===== src/sv/oemd_pkg.sv =====
// Shared types, constants and tables for the execution-report decoder.
package oemd_pkg;

    localparam int MAX_BF_BYTES = 8;
    localparam int MAX_DIGITS   = 13;
    localparam int RADIX        = 36;

    localparam logic [8:0] POS_MAX      = 9'd511;
    localparam logic [8:0] ORDID_FIRST  = 9'd18;
    localparam logic [8:0] ORDID_LAST   = 9'd37;
    localparam logic [8:0] EXEC_FIRST   = 9'd38;
    localparam logic [8:0] EXEC_LAST    = 9'd45;
    localparam logic [8:0] FILL_FIRST   = 9'd46;
    localparam logic [8:0] FILL_LAST    = 9'd49;
    localparam logic [8:0] PRICE_FIRST  = 9'd50;
    localparam logic [8:0] PRICE_LAST   = 9'd57;
    localparam logic [8:0] ACT_FIRST    = 9'd58;
    localparam logic [8:0] ACT_LAST     = 9'd61;
    localparam logic [8:0] LIQ_POS      = 9'd62;
    localparam logic [8:0] BF_COUNT_POS = 9'd69;
    localparam logic [8:0] BF_START     = 9'd70;

    localparam logic [7:0] CHAR_A = 8'h41;
    localparam logic [7:0] CHAR_R = 8'h52;
    localparam logic [7:0] CHAR_0 = 8'h30;

    localparam logic [63:0] LIQ_UNKNOWN = 64'd0;
    localparam logic [63:0] LIQ_ADDED   = 64'd1;
    localparam logic [63:0] LIQ_REMOVED = 64'd2;

    localparam logic [3:0] KIND_ORDID  = 4'd0;
    localparam logic [3:0] KIND_EXECID = 4'd1;
    localparam logic [3:0] KIND_LIQ    = 4'd2;
    localparam logic [3:0] KIND_FILLED = 4'd3;
    localparam logic [3:0] KIND_PRICE  = 4'd4;
    localparam logic [3:0] KIND_ACTIVE = 4'd5;
    localparam logic [3:0] KIND_SYMBOL = 4'd6;
    localparam logic [3:0] KIND_END    = 4'd9;

    // reciprocal of 36 scaled by 2^18, exact for dividends below 9216
    localparam logic [12:0] RECIP_36    = 13'd7282;
    localparam int          RECIP_SHIFT = 18;

    localparam logic [7:0] EXEC_MASK [8] =
        '{8'h7F, 8'h7D, 8'hDF, 8'h00, 8'h00, 8'h03, 8'h80, 8'h09};
    localparam logic [7:0] REQ_MASK [8] =
        '{8'h00, 8'h01, 8'h00, 8'h00, 8'h00, 8'h00, 8'h80, 8'h01};
    // requested fields counted in bitfield bytes before this one
    localparam logic [1:0] REQ_BASE [8] =
        '{2'd0, 2'd0, 2'd1, 2'd1, 2'd1, 2'd1, 2'd1, 2'd2};
    localparam logic [3:0] FIELD_LEN [3] = '{4'd8, 4'd4, 4'd2};
    localparam logic [4:0] ELEM_SIZE [8][8] = '{
        '{5'd1,  5'd8, 5'd8, 5'd1, 5'd1,  5'd1, 5'd4, 5'd0},
        '{5'd8,  5'd0, 5'd3, 5'd1, 5'd16, 5'd4, 5'd1, 5'd0},
        '{5'd16, 5'd4, 5'd4, 5'd1, 5'd4,  5'd0, 5'd4, 5'd3},
        '{5'd0,  5'd0, 5'd0, 5'd0, 5'd0,  5'd0, 5'd0, 5'd0},
        '{5'd0,  5'd0, 5'd0, 5'd0, 5'd0,  5'd0, 5'd0, 5'd0},
        '{5'd8,  5'd1, 5'd0, 5'd0, 5'd0,  5'd0, 5'd0, 5'd0},
        '{5'd0,  5'd0, 5'd0, 5'd0, 5'd0,  5'd0, 5'd0, 5'd4},
        '{5'd2,  5'd0, 5'd0, 5'd4, 5'd0,  5'd0, 5'd0, 5'd0}};

    typedef struct packed {
        logic [7:0] data_byte;
        logic       end_of_message;
    } in_item_t;

    typedef struct packed {
        logic [3:0]  field_kind;
        logic [63:0] field_value;
        logic        last_of_run;
    } out_item_t;

    typedef enum logic [2:0] {
        ST_IDLE,
        ST_DIV,
        ST_DIGIT,
        ST_ONE,
        ST_EOM
    } state_t;

    typedef struct packed {
        logic accept;
        logic div_step;
        logic emit_digit;
        logic emit_one;
        logic emit_eom;
    } cmd_t;

    typedef struct packed {
        logic exec_start;
        logic has_one;
        logic in_eom;
        logic eom_pending;
        logic div_done;
        logic digit_last;
        logic out_free;
    } sts_t;

    function automatic logic [7:0] digit_char(input logic [5:0] d);
        logic [7:0] c;
        if (d < 6'd10)
            c = CHAR_0 + 8'(d);
        else
            c = CHAR_A + 8'(d) - 8'd10;
        return c;
    endfunction

endpackage


===== src/sv/oemd_ctrl.sv =====
// Controller state machine: sequences accept, base-36 division and result emission.
module oemd_ctrl
    import oemd_pkg::*;
(
    input  logic clk,
    input  logic rst_n,
    input  logic byte_valid,
    output logic byte_stall,
    input  sts_t sts,
    output cmd_t cmd
);

    state_t state_reg;
    state_t state_next;

    always_ff @(posedge clk or negedge rst_n)
    begin
        if (!rst_n)
            state_reg <= ST_IDLE;
        else
            state_reg <= state_next;
    end

    always_comb
    begin
        state_next = state_reg;
        case (state_reg)
            ST_IDLE:
            begin
                if (byte_valid)
                begin
                    if (sts.exec_start)
                        state_next = ST_DIV;
                    else if (sts.has_one)
                        state_next = ST_ONE;
                    else if (sts.in_eom)
                        state_next = ST_EOM;
                end
            end
            ST_DIV:
            begin
                if (sts.div_done)
                    state_next = ST_DIGIT;
            end
            ST_DIGIT:
            begin
                if (sts.out_free && sts.digit_last)
                    state_next = sts.eom_pending ? ST_EOM : ST_IDLE;
            end
            ST_ONE:
            begin
                if (sts.out_free)
                    state_next = sts.eom_pending ? ST_EOM : ST_IDLE;
            end
            ST_EOM:
            begin
                if (sts.out_free)
                    state_next = ST_IDLE;
            end
            default:
            begin
                state_next = ST_IDLE;
            end
        endcase
    end

    always_comb
    begin
        cmd        = '0;
        byte_stall = 1'b1;
        case (state_reg)
            ST_IDLE:
            begin
                byte_stall = 1'b0;
                cmd.accept = byte_valid;
            end
            ST_DIV:   cmd.div_step   = 1'b1;
            ST_DIGIT: cmd.emit_digit = sts.out_free;
            ST_ONE:   cmd.emit_one   = sts.out_free;
            ST_EOM:   cmd.emit_eom   = sts.out_free;
            default:  byte_stall     = 1'b1;
        endcase
    end

endmodule


===== src/sv/oemd_dpath.sv =====
// Datapath: message field state, divide-by-36 unit, digit buffer and output register.
module oemd_dpath
    import oemd_pkg::*;
#(
    parameter int MAX_BITFIELD_BYTES = MAX_BF_BYTES
)
(
    input  logic      clk,
    input  logic      rst_n,
    input  in_item_t  byte_item,
    input  cmd_t      cmd,
    output sts_t      sts,
    output logic      field_valid,
    input  logic      field_stall,
    output out_item_t field_item
);

    logic [8:0]  pos_reg;
    logic [63:0] acc_reg;
    logic [3:0]  bf_count_reg;
    logic [8:0]  run_reg;
    logic [8:0]  off_reg [3];
    logic [2:0]  pres_reg;
    logic        eom_reg;
    logic [3:0]  pend_kind_reg;
    logic [63:0] pend_value_reg;
    logic [63:0] div_reg;
    logic [5:0]  rem_reg;
    logic [2:0]  div_byte_reg;
    logic [3:0]  dig_cnt_reg;
    logic [5:0]  digit_buf_reg [MAX_DIGITS];
    logic        out_valid_reg;
    out_item_t   out_item_reg;

    logic [7:0]  b;
    logic [2:0]  acc_k;
    logic        in_acc;
    logic [63:0] acc_next;
    logic        in_bf;
    logic [2:0]  bf_idx;
    logic [8:0]  run_next;
    logic [8:0]  off_next [3];
    logic [2:0]  pres_next;
    logic        opt_hit;
    logic [3:0]  opt_kind;
    logic        has_one;
    logic [3:0]  one_kind;
    logic [63:0] one_value;
    logic [13:0] div_x;
    logic [26:0] div_prod;
    logic [7:0]  div_q;
    logic [13:0] div_r;
    logic [63:0] div_shift;
    logic        digit_end;
    logic        div_done;
    logic        out_free;
    logic [3:0]  dig_idx;

    assign b = byte_item.data_byte;

    // little-endian accumulation over the numeric fields
    always_comb
    begin
        in_acc = (pos_reg >= EXEC_FIRST) && (pos_reg <= ACT_LAST);
        if (pos_reg <= EXEC_LAST)
            acc_k = 3'(pos_reg - EXEC_FIRST);
        else if (pos_reg <= FILL_LAST)
            acc_k = 3'(pos_reg - FILL_FIRST);
        else if (pos_reg <= PRICE_LAST)
            acc_k = 3'(pos_reg - PRICE_FIRST);
        else
            acc_k = 3'(pos_reg - ACT_FIRST);
        acc_next = ((acc_k == 3'd0) ? 64'd0 : acc_reg) | (64'(b) << {acc_k, 3'b000});
    end

    // bitfield byte: locate requested fields and grow the optional area
    always_comb
    begin
        logic [1:0] k;
        logic [8:0] run;
        in_bf  = (pos_reg >= BF_START) &&
                 ({1'b0, pos_reg} < (10'(BF_START) + 10'(bf_count_reg)));
        bf_idx = 3'(pos_reg - BF_START);
        k      = REQ_BASE[bf_idx];
        run    = run_reg;
        pres_next = pres_reg;
        for (int i = 0; i < 3; i++)
            off_next[i] = off_reg[i];
        for (int j = 0; j < 8; j++)
        begin
            if (REQ_MASK[bf_idx][j])
            begin
                if (b[j] && (k < 2'd3))
                begin
                    off_next[k]  = BF_START + 9'(bf_count_reg) + run;
                    pres_next[k] = 1'b1;
                end
                k = k + 2'd1;
            end
            if (EXEC_MASK[bf_idx][j] && b[j])
                run = run + 9'(ELEM_SIZE[bf_idx][j]);
        end
        run_next = run;
    end

    // optional field bytes; the located ranges never overlap
    always_comb
    begin
        opt_hit  = 1'b0;
        opt_kind = KIND_SYMBOL;
        if ((pos_reg >= BF_START) && (pos_reg != POS_MAX) && !in_bf && (b != 8'd0))
        begin
            for (int i = 2; i >= 0; i--)
            begin
                if (pres_reg[i] && (pos_reg >= off_reg[i]) &&
                    ({1'b0, pos_reg} < (10'(off_reg[i]) + 10'(FIELD_LEN[i]))))
                begin
                    opt_hit  = 1'b1;
                    opt_kind = KIND_SYMBOL + 4'(i);
                end
            end
        end
    end

    always_comb
    begin
        has_one   = 1'b0;
        one_kind  = KIND_ORDID;
        one_value = 64'(b);
        if ((pos_reg >= ORDID_FIRST) && (pos_reg <= ORDID_LAST))
        begin
            has_one = (b != 8'd0);
        end
        else if (pos_reg == FILL_LAST)
        begin
            has_one   = 1'b1;
            one_kind  = KIND_FILLED;
            one_value = acc_next;
        end
        else if (pos_reg == PRICE_LAST)
        begin
            has_one   = 1'b1;
            one_kind  = KIND_PRICE;
            one_value = acc_next;
        end
        else if (pos_reg == ACT_LAST)
        begin
            has_one   = 1'b1;
            one_kind  = KIND_ACTIVE;
            one_value = acc_next;
        end
        else if (pos_reg == LIQ_POS)
        begin
            has_one  = 1'b1;
            one_kind = KIND_LIQ;
            if (b == CHAR_A)
                one_value = LIQ_ADDED;
            else if (b == CHAR_R)
                one_value = LIQ_REMOVED;
            else
                one_value = LIQ_UNKNOWN;
        end
        else if (opt_hit)
        begin
            has_one  = 1'b1;
            one_kind = opt_kind;
        end
    end

    // one quotient byte per cycle, most significant byte first
    always_comb
    begin
        div_x     = {rem_reg, div_reg[63:56]};
        div_prod  = 27'(div_x) * 27'(RECIP_36);
        div_q     = div_prod[RECIP_SHIFT +: 8];
        div_r     = div_x - 14'(div_q) * 14'(RADIX);
        div_shift = {div_reg[55:0], div_q};
        digit_end = (div_byte_reg == 3'd7);
        div_done  = digit_end &&
                    ((div_shift == 64'd0) || (dig_cnt_reg == 4'(MAX_DIGITS - 1)));
    end

    assign out_free = !out_valid_reg || !field_stall;
    assign dig_idx  = dig_cnt_reg - 4'd1;

    always_comb
    begin
        sts.exec_start  = (pos_reg == EXEC_LAST) && (acc_next != 64'd0);
        sts.has_one     = has_one;
        sts.in_eom      = byte_item.end_of_message;
        sts.eom_pending = eom_reg;
        sts.div_done    = div_done;
        sts.digit_last  = (dig_cnt_reg == 4'd1);
        sts.out_free    = out_free;
    end

    always_ff @(posedge clk or negedge rst_n)
    begin
        if (!rst_n)
        begin
            pos_reg      <= '0;
            acc_reg      <= '0;
            bf_count_reg <= '0;
            run_reg      <= '0;
            pres_reg     <= '0;
            eom_reg      <= 1'b0;
            rem_reg      <= '0;
            div_byte_reg <= '0;
            dig_cnt_reg  <= '0;
            for (int i = 0; i < 3; i++)
                off_reg[i] <= '0;
        end
        else
        begin
            if (cmd.accept)
            begin
                eom_reg <= byte_item.end_of_message;
                if (byte_item.end_of_message)
                begin
                    pos_reg      <= '0;
                    acc_reg      <= '0;
                    bf_count_reg <= '0;
                    run_reg      <= '0;
                    pres_reg     <= '0;
                    for (int i = 0; i < 3; i++)
                        off_reg[i] <= '0;
                end
                else
                begin
                    if (pos_reg != POS_MAX)
                        pos_reg <= pos_reg + 9'd1;
                    if (in_acc)
                        acc_reg <= acc_next;
                    if (pos_reg == BF_COUNT_POS)
                    begin
                        if (b > 8'(MAX_BITFIELD_BYTES))
                            bf_count_reg <= 4'(MAX_BITFIELD_BYTES);
                        else
                            bf_count_reg <= b[3:0];
                    end
                    if (in_bf)
                    begin
                        run_reg  <= run_next;
                        pres_reg <= pres_next;
                        for (int i = 0; i < 3; i++)
                            off_reg[i] <= off_next[i];
                    end
                end
                rem_reg      <= '0;
                div_byte_reg <= '0;
            end
            else if (cmd.div_step)
            begin
                div_byte_reg <= div_byte_reg + 3'd1;
                if (digit_end)
                begin
                    rem_reg     <= '0;
                    dig_cnt_reg <= dig_cnt_reg + 4'd1;
                    // a full set of digits leaves no room for the end result
                    if (div_done && (dig_cnt_reg == 4'(MAX_DIGITS - 1)))
                        eom_reg <= 1'b0;
                end
                else
                begin
                    rem_reg <= div_r[5:0];
                end
            end
            else if (cmd.emit_digit)
            begin
                dig_cnt_reg <= dig_idx;
            end
        end
    end

    always_ff @(posedge clk)
    begin
        if (cmd.accept)
        begin
            pend_kind_reg  <= one_kind;
            pend_value_reg <= one_value;
            div_reg        <= acc_next;
        end
        else if (cmd.div_step)
        begin
            div_reg <= div_shift;
            if (digit_end)
                digit_buf_reg[dig_cnt_reg] <= div_r[5:0];
        end
    end

    always_ff @(posedge clk or negedge rst_n)
    begin
        if (!rst_n)
            out_valid_reg <= 1'b0;
        else if (cmd.emit_digit || cmd.emit_one || cmd.emit_eom)
            out_valid_reg <= 1'b1;
        else if (!field_stall)
            out_valid_reg <= 1'b0;
    end

    always_ff @(posedge clk)
    begin
        if (cmd.emit_digit)
        begin
            out_item_reg.field_kind  <= KIND_EXECID;
            out_item_reg.field_value <= 64'(digit_char(digit_buf_reg[dig_idx]));
            out_item_reg.last_of_run <= (dig_cnt_reg == 4'd1) && !eom_reg;
        end
        else if (cmd.emit_one)
        begin
            out_item_reg.field_kind  <= pend_kind_reg;
            out_item_reg.field_value <= pend_value_reg;
            out_item_reg.last_of_run <= !eom_reg;
        end
        else if (cmd.emit_eom)
        begin
            out_item_reg.field_kind  <= KIND_END;
            out_item_reg.field_value <= 64'd0;
            out_item_reg.last_of_run <= 1'b1;
        end
    end

    assign field_valid = out_valid_reg;
    assign field_item  = out_item_reg;

    a_digit_count: assert property (@(posedge clk) disable iff (!rst_n)
        dig_cnt_reg <= 4'(MAX_DIGITS))
        else $error("digit count beyond buffer depth");

    a_remainder: assert property (@(posedge clk) disable iff (!rst_n)
        rem_reg < 6'(RADIX))
        else $error("division remainder out of range");

    a_bf_count: assert property (@(posedge clk) disable iff (!rst_n)
        bf_count_reg <= 4'(MAX_BITFIELD_BYTES))
        else $error("bitfield count not saturated");

endmodule


===== src/sv/order_execution_message_decoder.sv =====
// Top level of the execution-report decoder: controller and datapath.
//
// Input channel byte_*: one message byte per transaction, from offset zero;
// end_of_message marks the last byte and clears all message state after it.
// Output channel field_*: decoded fields, one per transaction, last_of_run set
// on the final field caused by one input byte.
// Bytes that produce nothing are taken directly in ST_IDLE. A byte that
// produces one field emits it in ST_ONE, followed by ST_EOM if it also
// ends the message. The last byte of a nonzero execution id runs the
// divide-by-36 unit, which forms one quotient byte per cycle for up to 13
// base-36 digits; the digits are then emitted most significant first.
// The output register holds a finished field while the next input byte is
// taken; when the receiver stalls, emission waits and byte_stall stays high
// until the pending fields of the current byte are out.
// Reset clears position, field offsets, counters and the output valid; the
// block is ready for offset zero right after reset.
module order_execution_message_decoder
    import oemd_pkg::*;
#(
    parameter int MAX_BITFIELD_BYTES = MAX_BF_BYTES
)
(
    input  logic      clk,
    input  logic      rst_n,
    input  logic      byte_valid,
    output logic      byte_stall,
    input  in_item_t  byte_item,
    output logic      field_valid,
    input  logic      field_stall,
    output out_item_t field_item
);

    cmd_t cmd;
    sts_t sts;

    oemd_ctrl u_ctrl (
        .clk        (clk),
        .rst_n      (rst_n),
        .byte_valid (byte_valid),
        .byte_stall (byte_stall),
        .sts        (sts),
        .cmd        (cmd)
    );

    oemd_dpath #(
        .MAX_BITFIELD_BYTES (MAX_BITFIELD_BYTES)
    ) u_dpath (
        .clk         (clk),
        .rst_n       (rst_n),
        .byte_item   (byte_item),
        .cmd         (cmd),
        .sts         (sts),
        .field_valid (field_valid),
        .field_stall (field_stall),
        .field_item  (field_item)
    );

endmodule

===== config.mk =====
export PLATFORM = sky130hd
export DESIGN_NAME = order_execution_message_decoder
export DESIGN_NICKNAME = d
export VERILOG_FILES = /design/src/sv/oemd_pkg.sv /design/src/sv/oemd_ctrl.sv /design/src/sv/oemd_dpath.sv /design/src/sv/order_execution_message_decoder.sv
export SDC_FILE = /design/constraint.sdc
export NUM_CORES = 1
export LEC_CHECK = 0
export BUFFER_PORTS_ARGS = -buffer_cell sky130_fd_sc_hd__buf_2
export CAP_MARGIN = 20
export CORE_MARGIN = 1
export CORE_UTILIZATION = 48
export CTS_CLUSTER_DIAMETER = 80
export DETAILED_ROUTE_END_ITERATION = 6
export GPL_ROUTABILITY_DRIVEN = 1
export PLACE_DENSITY = 0.65
export SLEW_MARGIN = 20
export SYNTH_ARGS = -nofsm -noshare
export SYNTH_HDL_FRONTEND = slang
export SYNTH_SLANG_ARGS = --single-unit

===== constraint.sdc =====
create_clock -name clk -period 9.7 [get_ports clk]
set_clock_uncertainty 0.05 [all_clocks]
set_input_delay 1.94 -clock clk [delete_from_list [all_inputs] [get_ports clk]]
set_output_delay 1.94 -clock clk [all_outputs]
set_load 0.01 [all_outputs]

## Word level (Yosys, flattened, before mapping)

Memory sizes are Yosys's and may differ from the RTL's.
Index checks and enable logic that the tools add are counted.

- Output and inout bits: 71
- Latch bits: 0
- Bits in read-only memories: 464
- Input port bits: 13
- RAM bits: 78
- Memories kept: 5
- Word-level logic and storage cells: 435
- Bits in registers: 335

- Shift operators: 1
- Mux-type cells: 178
- Equality and inequality tests: 24
- Bitwise logic cells: 21
- Add/sub/neg operators: 41
- Magnitude comparators: 58
- Multiply operators: 2
- Div/mod/pow operators: 0
- Reduce and logical (&&, ||, !) cells: 81

Memories:

| name | depth | bits a word | rd ports | clocked after Yosys merged registers in | write ports | line | source |
|---|---|---|---|---|---|---|---|
| (no name shown) | 8 | 40 | 1 | 0 | 0 | oemd_dpath.sv:101 | `run = run + 9'(ELEM_SIZE[bf_idx][j]);` |
| u_dpath.digit_buf_reg | 13 | 6 | 1 | 0 | 1 | oemd_dpath.sv:31 | `logic [5:0] digit_buf_reg [MAX_DIGITS];` |
| (no name shown) | 8 | 8 | 1 | 0 | 0 | oemd_dpath.sv:100 | `if (EXEC_MASK[bf_idx][j] && b[j])` |
| (no name shown) | 8 | 8 | 1 | 0 | 0 | oemd_dpath.sv:91 | `if (REQ_MASK[bf_idx][j])` |
| (no name shown) | 8 | 2 | 1 | 0 | 0 | oemd_dpath.sv:84 | `k = REQ_BASE[bf_idx];` |

Operators with widths:

| kind | count |
|---|---|
| $mux 64 | 10 |
| $mux 27 | 18 |
| $bwmux 27 | 8 |
| $mux 9 | 21 |
| $demux 9 s2 | 8 |
| $mux 69 | 2 |
| $mux 3 | 39 |
| $mux 40 | 2 |
| $add 9x5->9 | 8 |
| $add 9x9->9 | 8 |
| $logic_not 64->1 | 1 |
| $or 64x64->64 | 1 |
| $reduce_bool 64->1 | 1 |
| $shl 8x6->64 | 1 |
| $logic_and 1x1->1 | 49 |
| $mux 8 | 6 |
| $eq 9x6->1 const B | 5 |
| $le 9x6->1 const B | 5 |
| $mux 1 | 34 |
| $lt 9x10->1 | 3 |
| $mux 4 | 7 |
| $ge 9x9->1 | 3 |
| $mul 14x12->25 const B | 1 |
| $ge 3x3->1 const B | 8 |
| 57 further kinds | 157 |

## Depth between registers and ports, before layout

Gate-level depths: netlist of run 1.

- Depth after elaboration: 36
- Depth in mapped cells: 42
- Depth with buffers taken out: 40

## Cells and area by module

Synthesis of run 1 repeated with hierarchy kept, for this count alone.

- Cells, all modules: 2308
- Area total of the unflattened synthesis: 24823.8 µm²

By module, submodules not included:

| module | cells an instance | seq. area each (µm²) | area each (µm²) | times used |
|---|---|---|---|---|
| oemd_dpath | 2276 | 11055.6 | 24564.8 | 1 |
| oemd_ctrl | 32 | 75.1 | 259.0 | 1 |

## Worst setup path after synthesis of run 1

No wires, ideal clock.

- Kind: input-to-reg
- Start point: in byte_item[1] in the netlist's numbering
- End point: reg u_dpath.off_reg[16] in the netlist's numbering
- Setup time: 0.125 ns
- Setup slack: 1.076 ns
- Path buffers: 1
- Data required time: 9.525 ns
- Arrival: 8.449 ns
- Stages on the path: 36
- Path through: buf_2 > inv_1 > nor3_1 > nand2_1 > nand2_1 > ha_1 > ha_1 > a211oi_1 > a31oi_2 > fa_1 > nand2_1 > nand2_1 > ha_1 > xnor2_1 > nor2_1 > xnor2_1 > ha_1 > xnor2_1 > o21ai_0 > ha_1 > xnor2_1 > o21ai_0 > ha_1 > a21o_1 > nand2_1 > nor2_1 > mux2_2 > a22o_1 > xnor2_2 > ha_1 > o21ai_0 > nand2b_1 > a311oi_1 > xor3_1 > nor2_1 > o21ai_1

- Cells in the longest elaborated chain, start to end: 26
- Elaborated cells on any way between the ends: 47
- Classes of those cells: add/sub: 13; mux: 32; reduce/logical: 2

RTL lines:

| what | line | source |
|---|---|---|
| start: declaration | order_execution_message_decoder.sv:27 | `input in_item_t byte_item,` |
| parallel branches: the longest is 23 deep, another holds $add 9x5->9 | -- |  |
| $mux 27 * | oemd_dpath.sv:91 |  |
| $mux 27 * | oemd_dpath.sv:241 | `if (in_bf)` |
| $mux 27 * | oemd_dpath.sv:218 | `if (byte_item.end_of_message)` |
| end signal: indexed assignment | oemd_dpath.sv:246 | `off_reg[i] <= off_next[i];` |
| end: declaration | oemd_dpath.sv:22 | `logic [8:0] off_reg [3];` |

Every way passes the cells marked *. The select of a mux whose other input is x is not followed.
A chain may end at the register's enable or synchronous reset.

## Worst setup path in the final report of run 1

- Start point: reg u_dpath.pos_reg[1]
- End point: reg u_dpath.off_reg[16] in the netlist's numbering

- Cells in the longest elaborated chain, start to end: 36
- Elaborated cells on any way between the ends: 151
- Classes of those cells: add/sub: 22; order compare: 26; mux: 64; bitwise: 9; reduce/logical: 26; memory: 4

RTL lines:

| what | line | source |
|---|---|---|
| start: declaration | oemd_dpath.sv:18 | `logic [8:0] pos_reg;` |
| start signal: assignment | oemd_dpath.sv:231 | `pos_reg <= pos_reg + 9'd1;` |
| parallel branches: the longest is 36 deep, another holds $mem_v2 8x40 | -- |  |

Several ways; the timed one is not identified. The select of a mux whose other input is x is not followed.

==> flow_summary.toml, run 1 <==
[run_status]
outcome = "completed"

[timing]
drv_slew = 0
hold_viol = 0
rsz0062_at_grt = "false"
tightest_slew_ps = 1100
slew_headroom = 0.269
min_period_ps = 8990
max_freq_mhz = 111
setup_viol = 0
tns_ps = 0
period_share = 0.927

[synth]
netlist_area_mm2 = 0.0245
synthFlopType = "edfxtp_1"
ys_ff_latch = 413
ys_types = 96
syn_inst = 2375
synth-seq-area-share = 0.455
synth_edf_count = 219
syn_nets = 2622
synthArstFlopShare = 0.324
syn_area_per_cell_um2 = 10.3
yosysWarnings = 0

[setup_path]
max_stage_delay_ps = 540
r2r_end = "u_dpath.off_reg[16]$_DFFE_PN0P_"
crit_slowest_cell = "fa_1"
path_class = "reg2reg"
critPathArrivalTime_ps = 9400
cp-start-kind = "register"
crit_fanout = 13
cp_common_cell = "ha_1"
cp.required_ps = 10100
reg2reg_from = "u_dpath.pos_reg[1]$_DFFE_PN0P_"
r2r_setup_slack_ps = 710
crit_path_end_kind = "register"
ff2ff_path_depth = 43

[cts]
numCtsBuffers = 45
cts_setup_buffers = 0
cts.repair.resized = 0
clockRootBuffer = "clkbuf_16"
cts.sinks = 413
clockBufferDepth = 3
insertion_delay_ps = 600
ctsHtreeMaxLevel = 2
holdBufCountCts = 0
clk_pin_slew_worst_paths_ps = 60
cts_tree = "built"

[finish]
final_core_util = 0.540
diodes = 0
area_growth_pct = 10.9
largest_reg_flops = 78
fin_area_mm2 = 0.0272
final_nets = 2663
drive_above_1_share = 0.109

[hold_path]
min_path_type = "reg2reg"
hold_depth = 2
min_to = "u_dpath.field_item[65]$_SDFFE_PP1P_"
hp-start = "u_dpath.field_item[65]$_SDFFE_PP1P_"

[grt]
antenna_found_initial = 2
grt_pass1_wl_mm = 104
track_usage = 0.248
grt_max_degree = 102
grt_overflow = 0
grt_pass1_vias = 18645

[route]
drc_errors = 0
wl_per_cell_um = 20.6
dr.pass1.iters = 5
drtIter0Drc = 1655
viasPerCell = 5.98
via_count = 18700
antenna_left = 0
drt-total-wl_mm = 64.4

[pwr]
power.leakage_uw = 0.0115
swShare = 0.375
netSwitchingPower_uw = 2500
powerDensity_mw_per_mm2 = 246
pwr-share-seq = 0.343
combPwrFrac = 0.387
clockPowerShare = 0.270
p_int_uw = 4170
ir_worst_vdd_v = 0.000211

[floorplan]
dieArea_mm2 = 0.0519
die_y_um = 228
dieWidth_um = 228
num_rows = 82
ioPinCount = 84
floorplan.initialDensity = 0.487
core-area_mm2 = 0.0503

[placement]
hpwl_mm = 46.5
port_buffers = 83
postPlaceCellArea_mm2 = 0.0255
routabilityCongestion = 0.891

[run]
drv_cap = 0
-- power by group through the flow --
stage	sequential, uW	combinational [uW]	clock (uW)
after floorplan	2300	1780	0
after global placement	2320	2480	0
after detailed placement	2320	2560	0
after CTS	2280	2580	1830
after global routing	2300	2880	1900
final	2290	2580	1800
-- cell type report --
class | instances | area, um2
Fill cell | 4397 | 23100
Multi-Input combinational cell | 1687 | 12400
Sequential cell | 413 | 11100
Clock buffer | 60 | 1260
Tap cell | 672 | 841
Timing Repair Buffer | 114 | 654
Inverter | 155 | 583
Clock inverter | 24 | 328
-- worst max-delay path by stage --
| stage | startpoint | to | slack, ps | cells past startpoint |
|---|---|---|---|---|
| 2_1_floorplan | byte_item[1] | u_dpath.off_reg[16]$_DFFE_PN0P_ | 1080 | 36 |
| 3_3_place_gp | byte_item[1] | u_dpath.off_reg[16]$_DFFE_PN0P_ | 450 | 37 |
| 3_5_place_dp | byte_item[1] | u_dpath.off_reg[16]$_DFFE_PN0P_ | 120 | 37 |
| 4_1_cts | u_dpath.pos_reg[1]$_DFFE_PN0P_ | u_dpath.off_reg[16]$_DFFE_PN0P_ | 700 | 43 |
| 5_1_grt | u_dpath.pos_reg[0]$_DFFE_PN0P_ | u_dpath.off_reg[16]$_DFFE_PN0P_ | 30 | 42 |
| 6_report | u_dpath.pos_reg[1]$_DFFE_PN0P_ | u_dpath.off_reg[16]$_DFFE_PN0P_ | 710 | 43 |
-- layout by cell type, fill, tap and decap left out, drive strengths merged, types with 26 or more instances in the layout --
| master | count |
|---|---|
| xnor2 | 76 |
| buf | 114 |
| ha | 191 |
| nor2 | 263 |
| nand2 | 180 |
| a21o | 26 |
| dfxtp | 60 |
| nor4 | 33 |
| fa | 43 |
| o21ai | 147 |
| a22o | 27 |
| a22oi | 89 |
| nor3 | 30 |
| nand3 | 54 |
| clkbuf | 60 |
| inv | 157 |
| edfxtp | 219 |
| a32o | 26 |
| dfrtp | 134 |
| a21oi | 151 |
-- layer usage --
metal	global-route usage	share of wire	vias to the layer above
met2	0.404	0.47	566
met1	0.350	0.45	9290
met5	0	0.00039	-
li1	-	-	8750
met3	0.0346	0.058	90
met4	0.0610	0.018	4
-- stage by stage --
step | worst slack [ps] | instances | total power (uW) | hold slack (ps)
2_1_floorplan | 1080 | 2375 | 4080 | 400
3_3_place_gp | 446 | 3041 | 4800 | 411
3_5_place_dp | 119 | 3041 | 4880 | 416
4_1_cts | 701 | 3125 | 6700 | 430
5_1_grt | 27.2 | 3125 | 7070 | 454
6_report | 707 | 3125 | 6670 | 425
-- logic make-up after synthesis --
logic type | after synthesis | share of synthesized area
buffers and inverters | 275 | 0.0429
adder cells (fa/ha/maj) | 235 | 0.133
flip-flops | 413 | 0.455
AND/OR/NAND/NOR | 691 | 0.130
multiplexers | 43 | 0.0292
AO/OA/AOI/OAI | 623 | 0.173
XOR/XNOR | 95 | 0.0378
-- worst max-delay path, delay by kind of cell (launching register included) --
| kind | cells | cell delay [ps] |
|---|---|---|
| DFF | 1 | 380 |
| xor gates and xnor gates | 5 | 930 |
| muxes | 2 | 330 |
| adders and majority gates | 9 | 3070 |
| and+or+nand+nor | 10 | 1150 |
| buffers and inverters | 7 | 810 |
| AOI/OAI and AO/OA | 10 | 2120 |
-- cell usage after synthesis (22+ instances only) --
cell type    n  area [um2]
a21o_1      26         195
a21oi_1    149         746
a22o_1      27         236
a22oi_1     88         661
a32o_1      26         260
and3_1      22         138
clkbuf_1   100         375
dfrtp_1    134        3350
dfxtp_1     60        1200
edfxtp_1   219        6580
fa_1        43         861
ha_1       191        2390
inv_1      152         571
nand2_1    179         672
nand2b_1    24         150
nand3_1     54         270
nor2_1     263         987
nor3_1      30         150
nor4_1      33         206
o21ai_0    138         691
xnor2_1     72         631
No activity file was read; power rests on OpenSTA's default activity.
==> run 2: changes to the inputs <==
CELL_PAD_IN_SITES_DETAIL_PLACEMENT = 1   (was not set)
CELL_PAD_IN_SITES_GLOBAL_PLACEMENT = 1   (was not set)
PLACE_DENSITY = not set   (was 0.65)
PLACE_DENSITY_LB_ADDON = 0.1   (was not set)
==> run 2 against run 1 <==
Net effect: critical path depth decreased by 2; sequential share of layout area grew 0.12 points; routed wire length is 13% higher; highest routed layer unchanged; register-to-register slack is essentially flat; largest power group unchanged.
==> flow_summary.toml, run 2 (synthesis gave the netlist of run 1 again) <==
[cts]
clockBufferDepth = 3
cts_setup_buffers = 0
clk_pin_slew_worst_paths_ps = 60
clockRootBuffer = "clkbuf_16"
insertion_delay_ps = 590
cts_tree = "built"
ctsHtreeMaxLevel = 2
cts.repair.resized = 0
numCtsBuffers = 46
cts.sinks = 413
holdBufCountCts = 0

[route]
wl_per_cell_um = 23.3
antenna_left = 0
drtIter0Drc = 1307
viasPerCell = 6.10
drc_errors = 0
drt-total-wl_mm = 72.8
dr.pass1.iters = 5
via_count = 19064

[timing]
max_freq_mhz = 111
setup_viol = 0
drv_slew = 0
period_share = 0.926
timing.hold.ws_ps = 441
tns_ps = 0
timing.final.ws_setup_ps = 719
rsz0062_at_grt = "false"
hold_viol = 0
tightest_slew_ps = 1070
slew_headroom = 0.285
min_period_ps = 8980

[placement]
postPlaceCellArea_mm2 = 0.0256
port_buffers = 83
routabilityCongestion = 0.883
post-place-ws_ps = 150
hpwl_mm = 52.8

[setup_path]
path_class = "reg2reg"
crit_fanout = 14
max_stage_delay_ps = 530
ff2ff_path_depth = 41
crit_slowest_cell = "fa_1"
crit_path_end_kind = "register"
cp.required_ps = 10110
cp-start-kind = "register"
critPathArrivalTime_ps = 9390
cp_common_cell = "ha_1"

[floorplan]
dieWidth_um = 228
floorplan.initialDensity = 0.487
num_rows = 82
dieArea_mm2 = 0.0519
core-area_mm2 = 0.0503
ioPinCount = 84
die_y_um = 228

[finish]
fin_area_mm2 = 0.0271
final_nets = 2664
diodes = 0
final_cell_mix = "262 x nor2_1, 219 x edfxtp_1, 191 x ha_1"
largest_reg_flops = 78
drive_above_1_share = 0.108
area_growth_pct = 10.6
layout_commonest_cell = "nor2_1"

[pwr]
powerDensity_mw_per_mm2 = 246
ir_worst_vdd_v = 0.000202
power.leakage_uw = 0.0115

[run_status]
outcome = "completed"

[grt]
grt_overflow = 0
grt_pass1_vias = 19861
grt_pass1_wl_mm = 115
grt_max_degree = 101
track_usage = 0.282
antenna_found_initial = 1

[run]
drv_cap = 0

[hold_path]
min_path_type = "reg2reg"
hold_depth = 2
[run 2: changes by cell type in the layout (fill, tap and decap cells not counted), moves of 2 or more]
| cell | before | now |
|---|---|---|
| clkinv_2 | 6 | 9 |
| clkbuf_1 | 7 | 10 |
| clkbuf_8 | 8 | 3 |
| bufinv_16 | 5 | 3 |
| clkbuf_16 | 45 | 47 |
| clkinv_1 | 6 | 10 |
[run 2: final timing paths]
path | slack [ps] | endpoint | startpoint
max in group asynchronous | 6810 | u_dpath.acc_reg[27]$_DFFE_PN0P_ | rst_n
max reg2reg | 720 | u_dpath.off_reg[16]$_DFFE_PN0P_ | u_dpath.pos_reg[1]$_DFFE_PN0P_
min in group asynchronous | 1300 | u_dpath.run_reg[6]$_DFFE_PN0P_ | rst_n
max | 720 | u_dpath.off_reg[16]$_DFFE_PN0P_ | u_dpath.pos_reg[1]$_DFFE_PN0P_
min reg2reg | 440 | u_dpath.field_item[30]$_SDFFE_PP0P_ | u_dpath.field_item[30]$_SDFFE_PP0P_
min | 440 | u_dpath.field_item[30]$_SDFFE_PP0P_ | u_dpath.field_item[30]$_SDFFE_PP0P_
[run 2: cell type report]
| type | instances | area [um2] |
|---|---|---|
| multi-input cells | 1687 | 12400 |
| clock buffers | 60 | 1250 |
| clock inverters | 26 | 246 |
| repair buffers | 114 | 654 |
| fillers | 5527 | 23200 |
| flip-flops and latches | 413 | 11100 |
| well taps | 672 | 841 |
| inverters | 155 | 583 |
[run 2: stage by stage]
step	util	total power, uW	cells
3_5_place_dp	0.508	4940	3041
4_1_cts	0.538	6700	3127
5_1_grt	0.539	7040	3127
6_report	0.539	6650	3127
3_3_place_gp	0.508	4800	3041
2_1_floorplan	-	4080	2375
[run 2: metal layers]
metal / vias to the layer above / track usage / part of all wire
met1: 9714 / 0.383 / 0.44
met4: 2 / 0.0835 / 0.026
met3: 124 / 0.0358 / 0.045
met2: 473 / 0.470 / 0.49
li1: 8751 / - / -
met5: - / 0 / 0.00014
[run 2: power by group]
| group | total (uW) | switching [uW] | internal [uW] | leakage (uW) |
|---|---|---|---|---|
| Clock | 1750 | 751 | 1000 | 0.000730 |
| Sequential | 2300 | 87.2 | 2210 | 0.00443 |
| Combinational | 2610 | 1710 | 901 | 0.00629 |
| Total | 6650 | 2540 | 4110 | 0.0115 |
[run 2: critical path, delay by kind of cell (launching register included)]
kind / cells / cell delay (ps)
buf+inv: 5 / 830
xor+xnor: 5 / 940
mux: 2 / 350
flops: 1 / 350
fa+ha+maj: 9 / 2940
compound gates: 10 / 2090
simple gates: 10 / 1290
